**config.mk**
```make
export PLATFORM = sky130hd
export DESIGN_NAME = zone_dwell_trigger_core
export DESIGN_NICKNAME = d
export VERILOG_FILES = /design/src/hdl/zdt_pkg.sv /design/src/hdl/zdt_cfg.sv /design/src/hdl/zdt_hit.sv /design/src/hdl/zdt_zone.sv /design/src/hdl/zone_dwell_trigger_core.sv
export SDC_FILE = /design/constraint.sdc
export NUM_CORES = 1
export LEC_CHECK = 0
export BUFFER_PORTS_ARGS = -buffer_cell sky130_fd_sc_hd__buf_2
export CORE_UTILIZATION = 61
export CTS_BUF_LIST = sky130_fd_sc_hd__clkbuf_2
export DETAILED_ROUTE_END_ITERATION = 6
export GPL_ROUTABILITY_DRIVEN = 0
export PLACE_DENSITY = 0.88
export SLEW_MARGIN = 20
export SYNTH_ARGS = -nofsm -noshare
export SYNTH_HDL_FRONTEND = slang
export SYNTH_HIERARCHICAL = 1
export SYNTH_SLANG_ARGS = --single-unit
```
**constraint.sdc**
```tcl
create_clock -name clk_i -period 9.95 [get_ports clk_i]
set_input_delay 0.4975 -clock clk_i [delete_from_list [all_inputs] [get_ports clk_i]]
set_output_delay 0.4975 -clock clk_i [all_outputs]
set_load 0.1 [all_outputs]
```
**src/hdl/zdt_pkg.sv**
```systemverilog
package zdt_pkg;

  localparam int COORD_BITS = 12;
  localparam int TIME_BITS  = 32;
  localparam int TOTAL_BITS = 32;
  localparam int CFG_DATA_BITS = (TIME_BITS > COORD_BITS) ? TIME_BITS : COORD_BITS;
  localparam int CFG_IDX_BITS  = 3;

  // register indexes of the configuration port
  localparam logic [CFG_IDX_BITS-1:0] CFG_ZONE_LEFT   = 3'd0;
  localparam logic [CFG_IDX_BITS-1:0] CFG_ZONE_TOP    = 3'd1;
  localparam logic [CFG_IDX_BITS-1:0] CFG_ZONE_WIDTH  = 3'd2;
  localparam logic [CFG_IDX_BITS-1:0] CFG_ZONE_HEIGHT = 3'd3;
  localparam logic [CFG_IDX_BITS-1:0] CFG_DWELL_LIMIT = 3'd4;

  typedef struct packed {
    logic [COORD_BITS-1:0] left;
    logic [COORD_BITS-1:0] top;
    logic [COORD_BITS-1:0] width;
    logic [COORD_BITS-1:0] height;
    logic [TIME_BITS-1:0]  dwell;
  } cfg_t;

  // one item after the zone test
  typedef struct packed {
    logic                 hit;
    logic                 last;
    logic [TIME_BITS-1:0] now;
  } item_t;

  typedef struct packed {
    logic                  trigger;
    logic [TOTAL_BITS-1:0] total;
    logic                  active;
    logic                  counted;
  } result_t;

endpackage

```
**src/hdl/zdt_cfg.sv**
```systemverilog
module zdt_cfg (
  input  logic                                  clk_i,
  input  logic                                  rst_ni,
  input  logic                                  cfg_we_i,
  input  logic [zdt_pkg::CFG_IDX_BITS-1:0]      cfg_idx_i,
  input  logic [zdt_pkg::CFG_DATA_BITS-1:0]     cfg_wdata_i,
  output zdt_pkg::cfg_t                         cfg_o
);
  import zdt_pkg::*;

  cfg_t cfg_q;
  cfg_t cfg_d;

  always_comb begin
    cfg_d = cfg_q;
    if (cfg_we_i) begin
      case (cfg_idx_i)
        CFG_ZONE_LEFT:   cfg_d.left   = cfg_wdata_i[COORD_BITS-1:0];
        CFG_ZONE_TOP:    cfg_d.top    = cfg_wdata_i[COORD_BITS-1:0];
        CFG_ZONE_WIDTH:  cfg_d.width  = cfg_wdata_i[COORD_BITS-1:0];
        CFG_ZONE_HEIGHT: cfg_d.height = cfg_wdata_i[COORD_BITS-1:0];
        CFG_DWELL_LIMIT: cfg_d.dwell  = cfg_wdata_i[TIME_BITS-1:0];
        default:         cfg_d = cfg_q;
      endcase
    end
  end

  always_ff @(posedge clk_i or negedge rst_ni) begin
    if (!rst_ni) begin
      cfg_q <= '0;
    end else begin
      cfg_q <= cfg_d;
    end
  end

  assign cfg_o = cfg_q;

endmodule

```
**src/hdl/zdt_hit.sv**
```systemverilog
module zdt_hit (
  input  zdt_pkg::cfg_t                     cfg_i,
  input  logic [zdt_pkg::COORD_BITS-1:0]    point_x_i,
  input  logic [zdt_pkg::COORD_BITS-1:0]    point_y_i,
  input  logic                              point_valid_i,
  output logic                              hit_o
);
  import zdt_pkg::*;

  logic [COORD_BITS:0] right;
  logic [COORD_BITS:0] bottom;

  // bounds one bit wider so nothing wraps
  assign right  = {1'b0, cfg_i.left} + {1'b0, cfg_i.width};
  assign bottom = {1'b0, cfg_i.top} + {1'b0, cfg_i.height};

  assign hit_o = point_valid_i
              && (point_x_i > cfg_i.left) && ({1'b0, point_x_i} < right)
              && (point_y_i > cfg_i.top)  && ({1'b0, point_y_i} < bottom);

endmodule

```
**src/hdl/zdt_zone.sv**
```systemverilog
module zdt_zone (
  input  logic                 clk_i,
  input  logic                 rst_ni,
  input  zdt_pkg::cfg_t        cfg_i,
  input  logic                 item_valid_i,
  input  zdt_pkg::item_t       item_i,
  output logic                 item_ready_o,
  output logic                 out_valid_o,
  input  logic                 out_stall_i,
  output zdt_pkg::result_t     result_o
);
  import zdt_pkg::*;

  logic                  seen_q, seen_d;
  logic                  active_q, active_d;
  logic                  counted_q, counted_d;
  logic [TIME_BITS-1:0]  stamp_q, stamp_d;
  logic [TOTAL_BITS-1:0] total_q, total_d;
  logic                  out_valid_q, out_valid_d;
  result_t               result_q, result_d;

  logic                  out_ready;
  logic                  take;
  logic                  found;
  logic                  fired;
  logic [TIME_BITS-1:0]  elapsed;

  assign out_ready    = !out_valid_q || !out_stall_i;
  assign item_ready_o = !item_i.last || out_ready;
  assign take         = item_valid_i && item_ready_o;
  assign found        = seen_q || item_i.hit;
  assign elapsed      = item_i.now - stamp_q;

  always_comb begin
    seen_d    = seen_q;
    active_d  = active_q;
    counted_d = counted_q;
    stamp_d   = stamp_q;
    total_d   = total_q;
    fired     = 1'b0;
    if (take) begin
      if (!item_i.last) begin
        seen_d = found;
      end else begin
        seen_d = 1'b0;
        if (active_q) begin
          if (!found) begin
            active_d  = 1'b0;
            counted_d = 1'b0;
            stamp_d   = '0;
          end else if (!counted_q && (elapsed > cfg_i.dwell)) begin
            total_d   = total_q + TOTAL_BITS'(1);
            counted_d = 1'b1;
            fired     = 1'b1;
          end
        end else if (found) begin
          active_d = 1'b1;
          stamp_d  = item_i.now;
        end
      end
    end
  end

  always_comb begin
    out_valid_d = out_valid_q && out_stall_i;
    result_d    = result_q;
    if (take && item_i.last) begin
      out_valid_d      = 1'b1;
      result_d.trigger = fired;
      result_d.total   = total_d;
      result_d.active  = active_d;
      result_d.counted = counted_d;
    end
  end

  always_ff @(posedge clk_i or negedge rst_ni) begin
    if (!rst_ni) begin
      seen_q      <= 1'b0;
      active_q    <= 1'b0;
      counted_q   <= 1'b0;
      stamp_q     <= '0;
      total_q     <= '0;
      out_valid_q <= 1'b0;
    end else begin
      seen_q      <= seen_d;
      active_q    <= active_d;
      counted_q   <= counted_d;
      stamp_q     <= stamp_d;
      total_q     <= total_d;
      out_valid_q <= out_valid_d;
    end
  end

  always_ff @(posedge clk_i) begin
    result_q <= result_d;
  end

  assign out_valid_o = out_valid_q;
  assign result_o    = result_q;

endmodule

```
**src/hdl/zone_dwell_trigger_core.sv**
```systemverilog
// channel  dir  handshake                 payload
// in       in   in_valid_i / in_stall_o   point_x_i point_y_i point_valid_i frame_end_i now_ms_i
// out      out  out_valid_o / out_stall_i trigger_o trigger_total_o zone_active_o zone_counted_o
// cfg      in   cfg_we_i                  cfg_idx_i cfg_wdata_i
//
// one transfer per cycle while in_stall_o is low; a frame-end result goes through stage one
// to the result register; stage one registers the zone test of the point, stage two
// updates zone state and the result register
// reset clears all zone state, the trigger count and the configuration registers
// out_stall_i only holds frame-end items; plain points pass until one of those stalls the input
module zone_dwell_trigger_core (
  input  logic                                clk_i,
  input  logic                                rst_ni,
  // configuration
  input  logic                                cfg_we_i,
  input  logic [zdt_pkg::CFG_IDX_BITS-1:0]    cfg_idx_i,
  input  logic [zdt_pkg::CFG_DATA_BITS-1:0]   cfg_wdata_i,
  // input channel
  input  logic                                in_valid_i,
  output logic                                in_stall_o,
  input  logic [zdt_pkg::COORD_BITS-1:0]      point_x_i,
  input  logic [zdt_pkg::COORD_BITS-1:0]      point_y_i,
  input  logic                                point_valid_i,
  input  logic                                frame_end_i,
  input  logic [zdt_pkg::TIME_BITS-1:0]       now_ms_i,
  // result channel
  output logic                                out_valid_o,
  input  logic                                out_stall_i,
  output logic                                trigger_o,
  output logic [zdt_pkg::TOTAL_BITS-1:0]      trigger_total_o,
  output logic                                zone_active_o,
  output logic                                zone_counted_o
);
  import zdt_pkg::*;

  cfg_t    cfg;
  logic    hit;
  logic    in_take;
  logic    zone_ready;
  result_t result;

  // stage one holds the zone test result of the point, its frame mark and timestamp
  logic  s1_valid_q, s1_valid_d;
  item_t s1_item_q;

  zdt_cfg u_cfg (
    .clk_i       (clk_i),
    .rst_ni      (rst_ni),
    .cfg_we_i    (cfg_we_i),
    .cfg_idx_i   (cfg_idx_i),
    .cfg_wdata_i (cfg_wdata_i),
    .cfg_o       (cfg)
  );

  // strict inside test on the incoming point
  zdt_hit u_hit (
    .cfg_i         (cfg),
    .point_x_i     (point_x_i),
    .point_y_i     (point_y_i),
    .point_valid_i (point_valid_i),
    .hit_o         (hit)
  );

  // stage one stalls only when its item closes a frame and the result register is full
  assign in_stall_o = s1_valid_q && !zone_ready;
  assign in_take    = in_valid_i && !in_stall_o;

  always_comb begin
    s1_valid_d = s1_valid_q && !zone_ready;
    if (in_take) begin
      s1_valid_d = 1'b1;
    end
  end

  always_ff @(posedge clk_i or negedge rst_ni) begin
    if (!rst_ni) begin
      s1_valid_q <= 1'b0;
    end else begin
      s1_valid_q <= s1_valid_d;
    end
  end

  always_ff @(posedge clk_i) begin
    if (in_take) begin
      s1_item_q.hit  <= hit;
      s1_item_q.last <= frame_end_i;
      s1_item_q.now  <= now_ms_i;
    end
  end

  // zone state update and result register
  zdt_zone u_zone (
    .clk_i        (clk_i),
    .rst_ni       (rst_ni),
    .cfg_i        (cfg),
    .item_valid_i (s1_valid_q),
    .item_i       (s1_item_q),
    .item_ready_o (zone_ready),
    .out_valid_o  (out_valid_o),
    .out_stall_i  (out_stall_i),
    .result_o     (result)
  );

  assign trigger_o       = result.trigger;
  assign trigger_total_o = result.total;
  assign zone_active_o   = result.active;
  assign zone_counted_o  = result.counted;

endmodule

```
Word-level counts from Yosys, hierarchy flattened
Index checks and enable logic that the tools add are counted.
{"block": "totals", "ff_bits": 218, "inputBits": 98, "out_inout_bits": 37, "elab_cells": 81}
{"block": "op_classes", "addsub": 4, "n_lt_le_gt_ge": 5, "eq_ne": 5, "mux": 20, "n_reduce_logical": 28}
{"op": "32-bit two-way mux", "n": 8}
{"op": "32-bit by 1-bit adder with 32-bit output, second input constant", "n": 1}
{"op": "32-bit greater-than comparator", "n": 1}
{"op": "32-bit subtractor", "n": 1}
{"op": "12-bit by 12-bit adder with 13-bit output", "n": 2}
{"op": "12-bit by 13-bit less-than comparator with 1-bit output", "n": 2}
{"op": "12-bit greater-than comparator", "n": 2}
{"op": "1-bit two-way mux", "n": 12}
{"op": "1-bit logical AND", "n": 10}
{"op": "2-bit AND reduction", "n": 5}
{"op": "4-bit AND reduction", "n": 2}
{"op": "3-bit by 2-bit == test with 1-bit output, second input constant", "n": 2}
{"op": "1-bit zero test", "n": 6}
{"op": "3-bit by 1-bit == test with 1-bit output, second input constant", "n": 1}
{"op": "3-bit == test, second input constant", "n": 1}
{"op": "3-bit zero test", "n": 1}
{"op": "1-bit logical OR", "n": 3}
{"op": "2-bit != test, second input constant", "n": 1}
{"op": "2-bit nonzero test", "n": 1}

Longest topological paths before layout
Gate-level depths: netlist of the first run.
{"block": "logic_depth", "word_depth": 8, "depth_mapped": 22}

Cells and area by module
The synthesis of the first run kept the hierarchy.
{"module": "zdt_zone", "n_inst": 1, "cells_per_inst": 621, "area_per_inst_um2": 6412.4}
{"module": "zdt_cfg", "n_inst": 1, "cells_per_inst": 173, "area_per_inst_um2": 3185.6}
{"module": "zdt_hit", "n_inst": 1, "cells_per_inst": 269, "area_per_inst_um2": 2100.8}
{"module": "zone_dwell_trigger_core", "n_inst": 1, "cells_per_inst": 39, "area_per_inst_um2": 1078.5}

Worst setup path after synthesis of the first run
OpenSTA, ideal clock, no wires.
{"block": "synth_path", "kind": "reg2reg", "startpoint": "register s1_item_q[0] in the netlist's numbering", "endpoint": "register u_zone.result_q, in the netlist u_zone/result_o[3] (data pin)", "setup_time_ps": 267, "arrival_time_ps": 4531, "required_time_ps": 9683, "setup_slack_ps": 5153, "path_stages_with_launch": 21, "n_path_buf": 0, "period_less_slack_ps": 4797, "path_cell_list": "edfxtp_1 > inv_1 > ha_1 > inv_1 > fa_1 > a21o_1 > a221oi_4 > nor4_2 > o2111ai_2 > a31oi_2 > a311oi_4 > nor4bb_1 > a211o_1 > ha_1 > and3_1 > nand3_1 > or3_1 > o211ai_1 > o31ai_4 > nor2_1 > mux2_1"}
{"block": "synth_between", "elab_chain_len": 8}
{"item": "start: declaration", "line_no": "zone_dwell_trigger_core.sv:44", "rtl": "item_t s1_item_q;"}
{"item": "32-bit subtractor", "line_no": "zdt_zone.sv:32", "rtl": "assign elapsed = item_i.now - stamp_q;"}
{"item": "32-bit greater-than comparator", "line_no": "zdt_zone.sv:51", "rtl": "end else if (!counted_q && (elapsed > cfg_i.dwell)) begin"}
{"item": "1-bit logical AND", "line_no": "zdt_zone.sv:51"}
{"item": "32-bit two-way mux", "line_no": "zdt_zone.sv:51"}
{"item": "32-bit two-way mux", "line_no": "zdt_zone.sv:47", "rtl": "if (!found) begin"}
{"item": "32-bit two-way mux", "line_no": "zdt_zone.sv:46", "rtl": "if (active_q) begin"}
{"item": "32-bit two-way mux", "line_no": "zdt_zone.sv:42", "rtl": "if (!item_i.last) begin"}
{"item": "32-bit two-way mux", "line_no": "zdt_zone.sv:41", "rtl": "if (take) begin"}
{"item": "net u_zone.total_d[1]", "line_no": "zdt_zone.sv:18", "rtl": "logic [TOTAL_BITS-1:0] total_q, total_d;"}
{"item": "end signal: assignment", "line_no": "zdt_zone.sv:95", "rtl": "result_q <= result_d;"}
{"item": "end: declaration", "line_no": "zdt_zone.sv:20", "rtl": "result_t result_q, result_d;"}
The timed path passes the listed nets, and every way through them passes these cells.
A chain may end at the register's enable or synchronous reset.

Worst setup path after layout of the first run
Same ends and word-level chain as after synthesis.

==> results.yml, run 1 <==
yosys:
  synth_cells: 1102
  async_flop_share_pct: 68.3
  yosys_warnings: 6
  yosysTopAreaCell: "dfrtp_1"
  yosys-top-cells-area: "dfrtp_1, edfxtp_1, ha_1"
  avgSynthCellArea_sq_um: 11.6
  synthDominantCellAreaShare_pct: 29.2
  syn_area_sq_um: 12800
  ys_types: 79
  synth_flop_cell: "dfrtp_1"
  synth-edff-count: 69
  yosys_register_bits: 218
  seq_area_frac_synth_pct: 45.4
  syn-num-nets: 1337
grt:
  track_usage_pct: 27.1
  antenna_found_initial: 2
  grt_pass1_wl_um: 46800
  grt_max_degree: 78
  grt_pass1_vias: 9676
  gr-total-overflow: 0
die:
  fp.dieW_um: 147
  core_area_sq_um: 20400
  dieArea_sq_um: 21500
  ios: 135
  num_rows: 52
  start_util_pct: 62.7
  die_h_um: 147
setup_path:
  worstPathRequired_ns: 10.47
  crit_path_end_kind: "flop"
  arrival_ns: 6.12
  cp_max_fo: 18
  critical_path_class: "reg -> reg"
  startpoint_type: "flop"
final_layout:
  post_route_cells_drive_above_1_share_pct: 24.0
  mostFrequentLayoutCell: "dfrtp_1"
  syn_to_final_growth_pct: 16.5
  fillers: 1358
  final_cell_mix: "dfrtp_1, ha_1, buf_2"
  design_area_sq_um: 14900
  num-nets-final: 1579
clocking:
  cts_hold_buf: 68
  cts_root_buf: "clkbuf_2"
  cts_resized: 0
  post-cts-setup-buffers: 0
  clock_sink_count: 218
  cts_buffer_depth: 3
  clk_pin_slew_ns: 0.11
  cts_inserted_buffers: 55
  htree_levels: 2
  clk_latency_ns: 0.86
  cts_tree: "yes"
place:
  hpwl_um: 19800
  portBuffers: 134
  placedInstanceArea_sq_um: 13700
power_and_ir_drop:
  finalPower_mw: 3.65
  peakVddDrop_mv: 0.115
  p_leak_nw: 7.19
  powerDensity_nw_per_um2: 245
drt:
  wl_per_cell_um: 17.1
  drt_wl_total_um: 28400
  num_vias: 9484
  drc: 0
  first_iter_violations: 506
  drtAntennaViolNets: 0
  viasPerCell: 5.72
  drt-pass1-iter-count: 5
timing:
  drv_slew: 0
  worst_pin_slew_ns: 0.991
  fmax_mhz: 179
  fin_crit_sh_pct: 56.3
  setup_viol: 0
  hold_viol: 0
  finalCriticalPeriod_ns: 5.60
  finClkSkew_ns: 0.0991
  grt_setup_unrepaired: "no"
  finalSetupTns_ns: 0
  relSlewSlack_pct: 34.0
hold_path:
  min_path_type: "in -> reg"
job:
  maxCapViolCount: 0
run_status:
  status: "complete, no violations"
## where the power goes
group | switching, mW | total (mW) | internal [mW]
registers | 0.107 | 1.19 | 1.09
clock network | 0.369 | 0.618 | 0.249
logic | 1.00 | 1.84 | 0.836
## cells in the mapped netlist (4+ instances only)
cell and n:
o21ai_1 5, mux2_4 30, xor2_1 46, clkbuf_1 12, o31ai_1 4, a31oi_1 8
a22o_1 34, a211o_1 6, nor4_1 5, a21oi_1 51, nor2_1 37, nand2b_1 6
nand2_1 41, edfxtp_1 69, inv_1 114, o21a_1 9, a21o_1 44, xnor2_1 30
nor2b_1 11, nand4_1 21, mux2_2 50, o21bai_1 8, and4_1 5, nand3_1 23
a211oi_1 4, nor3_1 24, ha_1 134, and3_1 14, o211ai_1 5, dfrtp_1 149
o21ai_0 23
## kinds of logic after synthesis
family / after synthesis / synth area share, %
AOI/OAI and AO/OA: 235 / 13.6
xor gates and xnor gates: 76 / 5.21
adders and majority gates: 137 / 13.6
buffers and inverters: 136 / 4.60
DFF: 218 / 45.4
muxes: 83 / 8.18
and+or+nand+nor: 217 / 9.40
## worst max-delay path: stages (launching register included)
cell and delay (ns):
edfxtp_1 0.39, inv_1 0.07, ha_1 0.16, inv_1 0.05, fa_1 0.40, a21o_1 0.21, a221oi_4 0.35, nor4_2 0.09
o2111ai_2 0.26, a31oi_2 0.21, a311oi_4 0.44, nor4bb_1 0.10, a311o_1 0.28, ha_1 0.29, and3_1 0.16, nand3_1 0.11
or3_1 0.13, o211ai_1 0.23, o31ai_4 0.79, nor2_1 0.21, mux2_1 0.39
## metrics by stage
stage | std cells | hold WS, ns | setup slack, ns | utilization [%]
2_1_floorplan | 1102 | 0.202 | 5.15 | -
3_3_place_gp | 1489 | 0.448 | 4.64 | 67.2
3_5_place_dp | 1489 | 0.460 | 4.44 | 67.2
4_1_cts | 1656 | 0.159 | 4.37 | 73.1
5_1_grt | 1658 | 0.169 | 3.99 | 73.1
6_report | 1659 | 0.214 | 4.35 | 73.1
## worst paths after layout
| path | startpoint | to | slack [ns] | depth (start not counted) |
|---|---|---|---|---|
| max | s1_item_q[0]$_DFFE_PP_ | u_zone/result_o[3]$_DFFE_PP_ | 4.35 | 20 |
| min | cfg_idx_i[2] | u_cfg/cfg_o[75]$_DFFE_PN0P_ | 0.21 | 3 |
| max reg2reg | s1_item_q[0]$_DFFE_PP_ | u_zone/result_o[3]$_DFFE_PP_ | 4.35 | 20 |
| min reg2reg | u_zone/total_q[31]$_DFF_PN0_ | u_zone/total_q[31]$_DFF_PN0_ | 0.48 | 1 |
| max in group asynchronous | rst_ni | u_zone/total_q[5]$_DFF_PN0_ | 8.22 | 3 |
| min in group asynchronous | rst_ni | u_cfg/cfg_o[20]$_DFFE_PN0P_ | 0.24 | 2 |
## cell type report
type,instances,area (sq um),area share [%]
diodes,3,7.51,0.0504
clock buffers,84,420,2.82
clock inverters,15,86.3,0.580
inverters,114,428,2.87
multi-input cells,748,6410,43.1
flip-flops and latches,218,5800,39.0
well taps,270,338,2.27
repair buffers,207,1400,9.37
## per-layer routing
metal / global-route usage (%) / vias to the layer above / part of all wire (%)
li1: - / 4543 / -
met1: 35.7 / 4527 / 44
met2: 44.1 / 335 / 47
met3: 4.47 / 79 / 5.6
met4: 12.3 / 0 / 3.8
met5: 0 / - / 0
## sequential cells by signal, indices dropped and copies added (netlist names)
name / flops
u_zone/active_q: 1
s1_valid_q: 1
u_zone/counted_q: 1
u_cfg/cfg_o: 80
u_zone/stamp_q: 32
s1_item_q: 34
u_zone/out_valid_o: 1
u_zone/seen_q: 1
u_zone/result_o: 35
u_zone/total_q: 32
Note: power is estimated with default switching activity, not from simulation.
==> run 2, diff against run 1 <==
- ABC_AREA: default -> 1
- clock period: 9.95 -> 5.3 ns (I/O delays scaled with it)
==> results.yml, run 2 <==
final_layout:
  design_area_sq_um: 15600
  num-nets-final: 2067
  final_cell_mix: "nand2_1, inv_1, dfrtp_1"
  largest_register_ffs: 80
  post_route_cells_drive_above_1_share_pct: 14.4
  finalNonFillerCells: 2149
  syn_to_final_growth_pct: 16.9
  mostFrequentLayoutCell: "nand2_1"
setup_path:
  cp_max_fo: 11
  arrival_ns: 4.98
  r2r-start: "s1_item_q[0]$_DFFE_PP_"
  worstRegToRegCells: 27
  worstPathRequired_ns: 5.91
  crit_path_end_kind: "flop"
  startpoint_type: "flop"
  worst_r2r_endpoint: "u_zone/result_o[25]$_DFFE_PP_"
  reg2reg_slack_ns: 0.93
  critical_path_class: "reg -> reg"
drt:
  drt-pass1-iter-count: 6
  drt_wl_total_um: 33000
  drtAntennaViolNets: 0
  viasPerCell: 5.51
  drc: 0
  first_iter_violations: 842
  num_vias: 11800
  wl_per_cell_um: 15.4
grt:
  grt_pass1_vias: 11600
  grt_pass1_wl_um: 53700
  gr-total-overflow: 0
  grt_max_degree: 109
  track_usage_pct: 30.1
  antenna_found_initial: 1
timing:
  fin_crit_sh_pct: 82.4
  finalSetupTns_ns: 0
  hold_viol: 0
  fmax_mhz: 229
  hold_ws_ns: 0.0925
  setup_viol: 0
  worst_pin_slew_ns: 0.968
  drv_slew: 0
  finalCriticalPeriod_ns: 4.37
  relSlewSlack_pct: 35.3
  grt_setup_unrepaired: "no"
  finClkSkew_ns: 0.0804
yosys:
  synthXorXnorAreaFrac_pct: 4.59
  avgSynthCellArea_sq_um: 8.42
  syn-num-nets: 1821
  synth_cells: 1586
  synth-simple-area-share_pct: 23.6
  synth_mux_area_share_pct: 0
  seq_area_frac_synth_pct: 43.4
  syn_area_sq_um: 13400
  synth-compound-area-share_pct: 7.94
  synth-edff-count: 69
  async_flop_share_pct: 68.3
  yosysMostFrequentCell: "nand2_1"
  synth_flop_cell: "dfrtp_1"
  yosys_register_bits: 218
  synthDominantCellAreaShare_pct: 27.9
  synth_top_family_by_area: "simple AND/OR/NAND/NOR gates"
  yosys-top-cells-area: "dfrtp_1, edfxtp_1, ha_1"
  ys_types: 45
  synth_common_cells: "nand2_1, inv_1, dfrtp_1"
  yosys_warnings: 6
  yosysTopAreaCell: "dfrtp_1"
  synth-adder-area-share_pct: 13.0
hold_path:
  hp-start: "point_valid_i"
  min_path_type: "in -> reg"
  holdPathStages: 7
  min_to: "s1_item_q[33]$_DFFE_PP_"
power_and_ir_drop:
  switchingPower_mw: 2.60
  switching_share_pct: 42.6
  seq_power_share_pct: 34.8
  p_int_mw: 3.51
  finalPower_mw: 6.11
  power_frac_comb_pct: 46.6
  powerDensity_nw_per_um2: 391
  clkPwrFrac_pct: 18.6
  p_leak_nw: 8.01
  peakVddDrop_mv: 0.289
clocking:
  cts_tree: "yes"
  clk_latency_ns: 0.86
  clock_sink_count: 218
  cts_inserted_buffers: 53
  htree_levels: 2
  cts_buffer_depth: 3
  clk_pin_slew_ns: 0.11
  post-cts-setup-buffers: 0
  cts_root_buf: "clkbuf_2"
place:
  hpwl_um: 22600
  dp.cells: 1969
  portBuffers: 134
  placedInstanceArea_sq_um: 14200
die:
  start_util_pct: 62.9
  dieArea_sq_um: 22500
  num_rows: 53
  fp.dieW_um: 150
  core_area_sq_um: 21200
  ios: 135
  die_h_um: 150
job:
  maxCapViolCount: 0
run_status:
  status: "complete, no violations"
## run 2: cell type report
| cell class | count | area (sq um) |
|---|---|---|
| fillers | 1559 | 5620 |
| inverters | 212 | 796 |
| clock buffers | 81 | 405 |
| clock inverters | 15 | 100 |
| repair buffers | 222 | 1580 |
| multi-input cells | 1125 | 6580 |
| well taps | 275 | 344 |
| flip-flops and latches | 218 | 5800 |
| diodes | 1 | 2.50 |
## run 2: power groups by stage
stage                     logic, mW  registers [mW]  clock network, mW
final                          2.84            2.13               1.14
after global routing           3.20            2.15               1.26
after CTS                      2.76            2.12               1.16
after detailed placement       2.69            2.15                  0
after global placement         2.59            2.14                  0
after floorplan                2.03            2.20                  0
## run 2: worst max-delay path, cell delays in order, from the launching register on
cell and delay, ns:
edfxtp_1 0.37, inv_1 0.08, ha_1 0.15, inv_1 0.06, fa_1 0.39, nand2_1 0.09, inv_1 0.06, nand2_1 0.05
nand2_1 0.09, nand3_1 0.08, nand2_1 0.10, a21oi_1 0.22, o21ai_0 0.20, nand3_1 0.14, nand2_1 0.06, nand2_1 0.07
nand2_1 0.05, ha_1 0.26, nand2_1 0.06, nor2_1 0.13, nand4_1 0.11, nor2_1 0.18, nand2_1 0.09, nand2_2 0.12
nand3_2 0.31, nor2_2 0.34, nand2_1 0.10, xor2_1 0.17
## run 2: routing by layer
metal | share of wire, % | track usage (%)
met2 | 49 | 51.3
met4 | 3.6 | 14.2
met3 | 7.8 | 4.94
met1 | 40 | 37.3
met5 | 0 | 0
## run 2: cells by family after synthesis
logic type / Yosys count
xor+xnor: 70
compound gates: 185
buf+inv: 243
flops: 218
fa+ha+maj: 137
simple gates: 733
## run 2: worst max-delay path by stage
stage,from,end,slack (ns),depth (start not counted)
2_1_floorplan,s1_item_q[0]$_DFFE_PP_,u_zone/result_o[18]$_DFFE_PP_,1.68,28
3_3_place_gp,s1_item_q[2]$_DFFE_PP_,u_zone/result_o[25]$_DFFE_PP_,1.15,22
3_5_place_dp,s1_item_q[0]$_DFFE_PP_,u_zone/result_o[25]$_DFFE_PP_,1.02,27
4_1_cts,s1_item_q[0]$_DFFE_PP_,u_zone/result_o[25]$_DFFE_PP_,1.01,27
5_1_grt,s1_item_q[0]$_DFFE_PP_,u_zone/result_o[25]$_DFFE_PP_,0.46,27
6_report,s1_item_q[0]$_DFFE_PP_,u_zone/result_o[25]$_DFFE_PP_,0.93,27
## run 2: stage by stage
| stage | util [%] | worst slack (ns) |
|---|---|---|
| final | 73.5 | 0.933 |
| after global routing | 73.5 | 0.455 |
| after CTS | 73.2 | 1.01 |
| after detailed placement | 67.1 | 1.02 |
| after global placement | 67.1 | 1.15 |
| after floorplan | - | 1.68 |
## run 2: what timing repair did
item / 4_1_cts / 5_1_grt
hold buffers: 80 / 1
endpoints found under the hold margin: 223 / 38
resized for setup: 0 / 0
==> run 3, diff against run 2 <==
- clock period: 5.3 -> 4.2 ns (I/O delays scaled with it)
==> results.yml, run 3 (synthesized netlist as in run 2, its figures left out) <==
power_and_ir_drop:
  clkPwrFrac_pct: 16.9
  p_leak_nw: 8.06
  switching_share_pct: 43.3
  seq_power_share_pct: 33.9
  switchingPower_mw: 3.43
  p_int_mw: 4.49
  power_frac_comb_pct: 49.2
  powerDensity_nw_per_um2: 501
  peakVddDrop_mv: 0.316
setup_path:
  reg2reg_slack_ns: 0.11
  arrival_ns: 4.64
  worstPathRequired_ns: 4.74
  critical_path.top_delay_family: "simple AND/OR/NAND/NOR gates"
  cp_slowest_cell: "edfxtp_1"
  startpoint_type: "flop"
  critPathMostFrequentCell: "nand2_1"
  crit_buf_inv: 2
  r2r-start: "s1_item_q[2]$_DFFE_PP_"
  cpPeakStageDelay_ns: 0.45
  worstRegToRegCells: 25
  crit_path_end_kind: "flop"
  critical_path_class: "reg -> reg"
  worst_r2r_endpoint: "u_zone/result_o[17]$_DFFE_PP_"
  cp_max_fo: 6
timing:
  finalCriticalPeriod_ns: 4.09
  worst_pin_slew_ns: 1.03
  drv_slew: 0
  relSlewSlack_pct: 31.3
  hold_viol: 0
  fin_crit_sh_pct: 97.5
  setup_viol: 0
  hold_ws_ns: 0.0649
  fmax_mhz: 244
  finClkSkew_ns: 0.0823
place:
  placedInstanceArea_sq_um: 14300
  hpwl_um: 23400
  portBuffers: 134
drt:
  met2_length_um: 17300
  wl_per_cell_um: 16.1
  drt_wl_total_um: 34800
  drc: 0
  drt-pass1-iter-count: 5
  first_iter_violations: 1031
  viasPerCell: 5.61
  top_layer_used: "met4"
  met1Wirelength_um: 13700
  num_vias: 12100
  wl_met3_um: 2610
  drtAntennaViolNets: 0
final_layout:
  num-nets-final: 2078
  mostFrequentLayoutCell: "nand2_1"
  design_area_sq_um: 15800
  final_cell_mix: "nand2_1, inv_1, dfrtp_1"
  syn_to_final_growth_pct: 18.6
  largest_register_ffs: 80
  post_route_cells_drive_above_1_share_pct: 16.2
grt:
  grt_max_degree: 51
  track_usage_pct: 30.8
  grt_pass1_wl_um: 55000
  antenna_found_initial: 1
  grt_pass1_vias: 11900
  gr-total-overflow: 0
clocking:
  cts_root_buf: "clkbuf_2"
  clk_latency_ns: 0.83
  cts_inserted_buffers: 53
  clk_pin_slew_ns: 0.10
  htree_levels: 2
  cts_tree: "yes"
  cts_buffer_depth: 3
  clock_sink_count: 218
job:
  maxCapViolCount: 0
die:
  num_rows: 53
  die_h_um: 150
  core_area_sq_um: 21200
  start_util_pct: 62.9
  fp.dieW_um: 150
  dieArea_sq_um: 22500
  ios: 135
run_status:
  status: "complete, no violations"
hold_path:
  holdPathStages: 7
  min_path_type: "in -> reg"
  min_to: "s1_item_q[33]$_DFFE_PP_"
  hp-start: "point_valid_i"
run 3: power groups by stage:
stage               clock [mW]  sequential, mW  combinational [mW]
floorplan                    0            2.78                2.56
global placement             0            2.71                3.29
detailed placement           0            2.72                3.46
CTS                       1.36            2.68                3.55
global route              1.48            2.72                4.33
finish                    1.34            2.69                3.90
run 3: how the worst max path moves through the flow:
stage / slack (ns) / from / to / cells after the start
final: 0.11 / s1_item_q[2]$_DFFE_PP_ / u_zone/result_o[17]$_DFFE_PP_ / 25
after global routing: -0.10 / s1_item_q[2]$_DFFE_PP_ / u_zone/result_o[17]$_DFFE_PP_ / 25
after CTS: 0.006 / s1_item_q[0]$_DFFE_PP_ / u_zone/result_o[17]$_DFFE_PP_ / 29
after detailed placement: -0.009 / s1_item_q[0]$_DFFE_PP_ / u_zone/result_o[26]$_DFFE_PP_ / 28
after global placement: 0.28 / s1_item_q[0]$_DFFE_PP_ / u_zone/result_o[26]$_DFFE_PP_ / 28
after floorplan: 0.58 / s1_item_q[0]$_DFFE_PP_ / u_zone/result_o[18]$_DFFE_PP_ / 28
run 3: worst min-delay path: cells and delay by family:
kind                   cells  cell delay [ns]
and+or+nand+nor            6             0.38
buffers and inverters      1             0.09
run 3: routing by layer:
layer | global-route usage [%] | vias up
li1 | - | 5762
met1 | 37.9 | 5638
met2 | 53.6 | 592
met3 | 4.85 | 113
met4 | 13.3 | 0
met5 | 0 | -
run 3: through the flow:
stage | setup slack, ns | power, mW | utilization [%] | cells | setup TNS (ns)
final | 0.107 | 7.93 | 74.6 | 2157 | 0
after global routing | -0.104 | 8.52 | 74.6 | 2157 | -0.732
after CTS | 0.00643 | 7.59 | 73.3 | 2148 | 0
after detailed placement | -0.00865 | 6.18 | 67.2 | 1973 | -0.00865
after global placement | 0.276 | 6.00 | 67.2 | 1973 | 0
after floorplan | 0.580 | 5.33 | - | 1586 | 0
run 3: timing repair:
action	in CTS	in global routing
pin swaps	0	9
cloned	0	2
setup buffers	0	5
hold buffers	82	0
endpoints found under the setup margin	10	65
resized for setup	2	43
endpoints found under the hold margin	208	0
run 3: final cells by class:
class | count | area (sq um)
Antenna cell | 1 | 2.50
Clock buffer | 75 | 375
Clock inverter | 18 | 82.6
Fill cell | 1443 | 5390
Inverter | 212 | 796
Multi-Input combinational cell | 1126 | 6760
Sequential cell | 218 | 5800
Tap cell | 275 | 344
Timing Repair Buffer | 232 | 1670
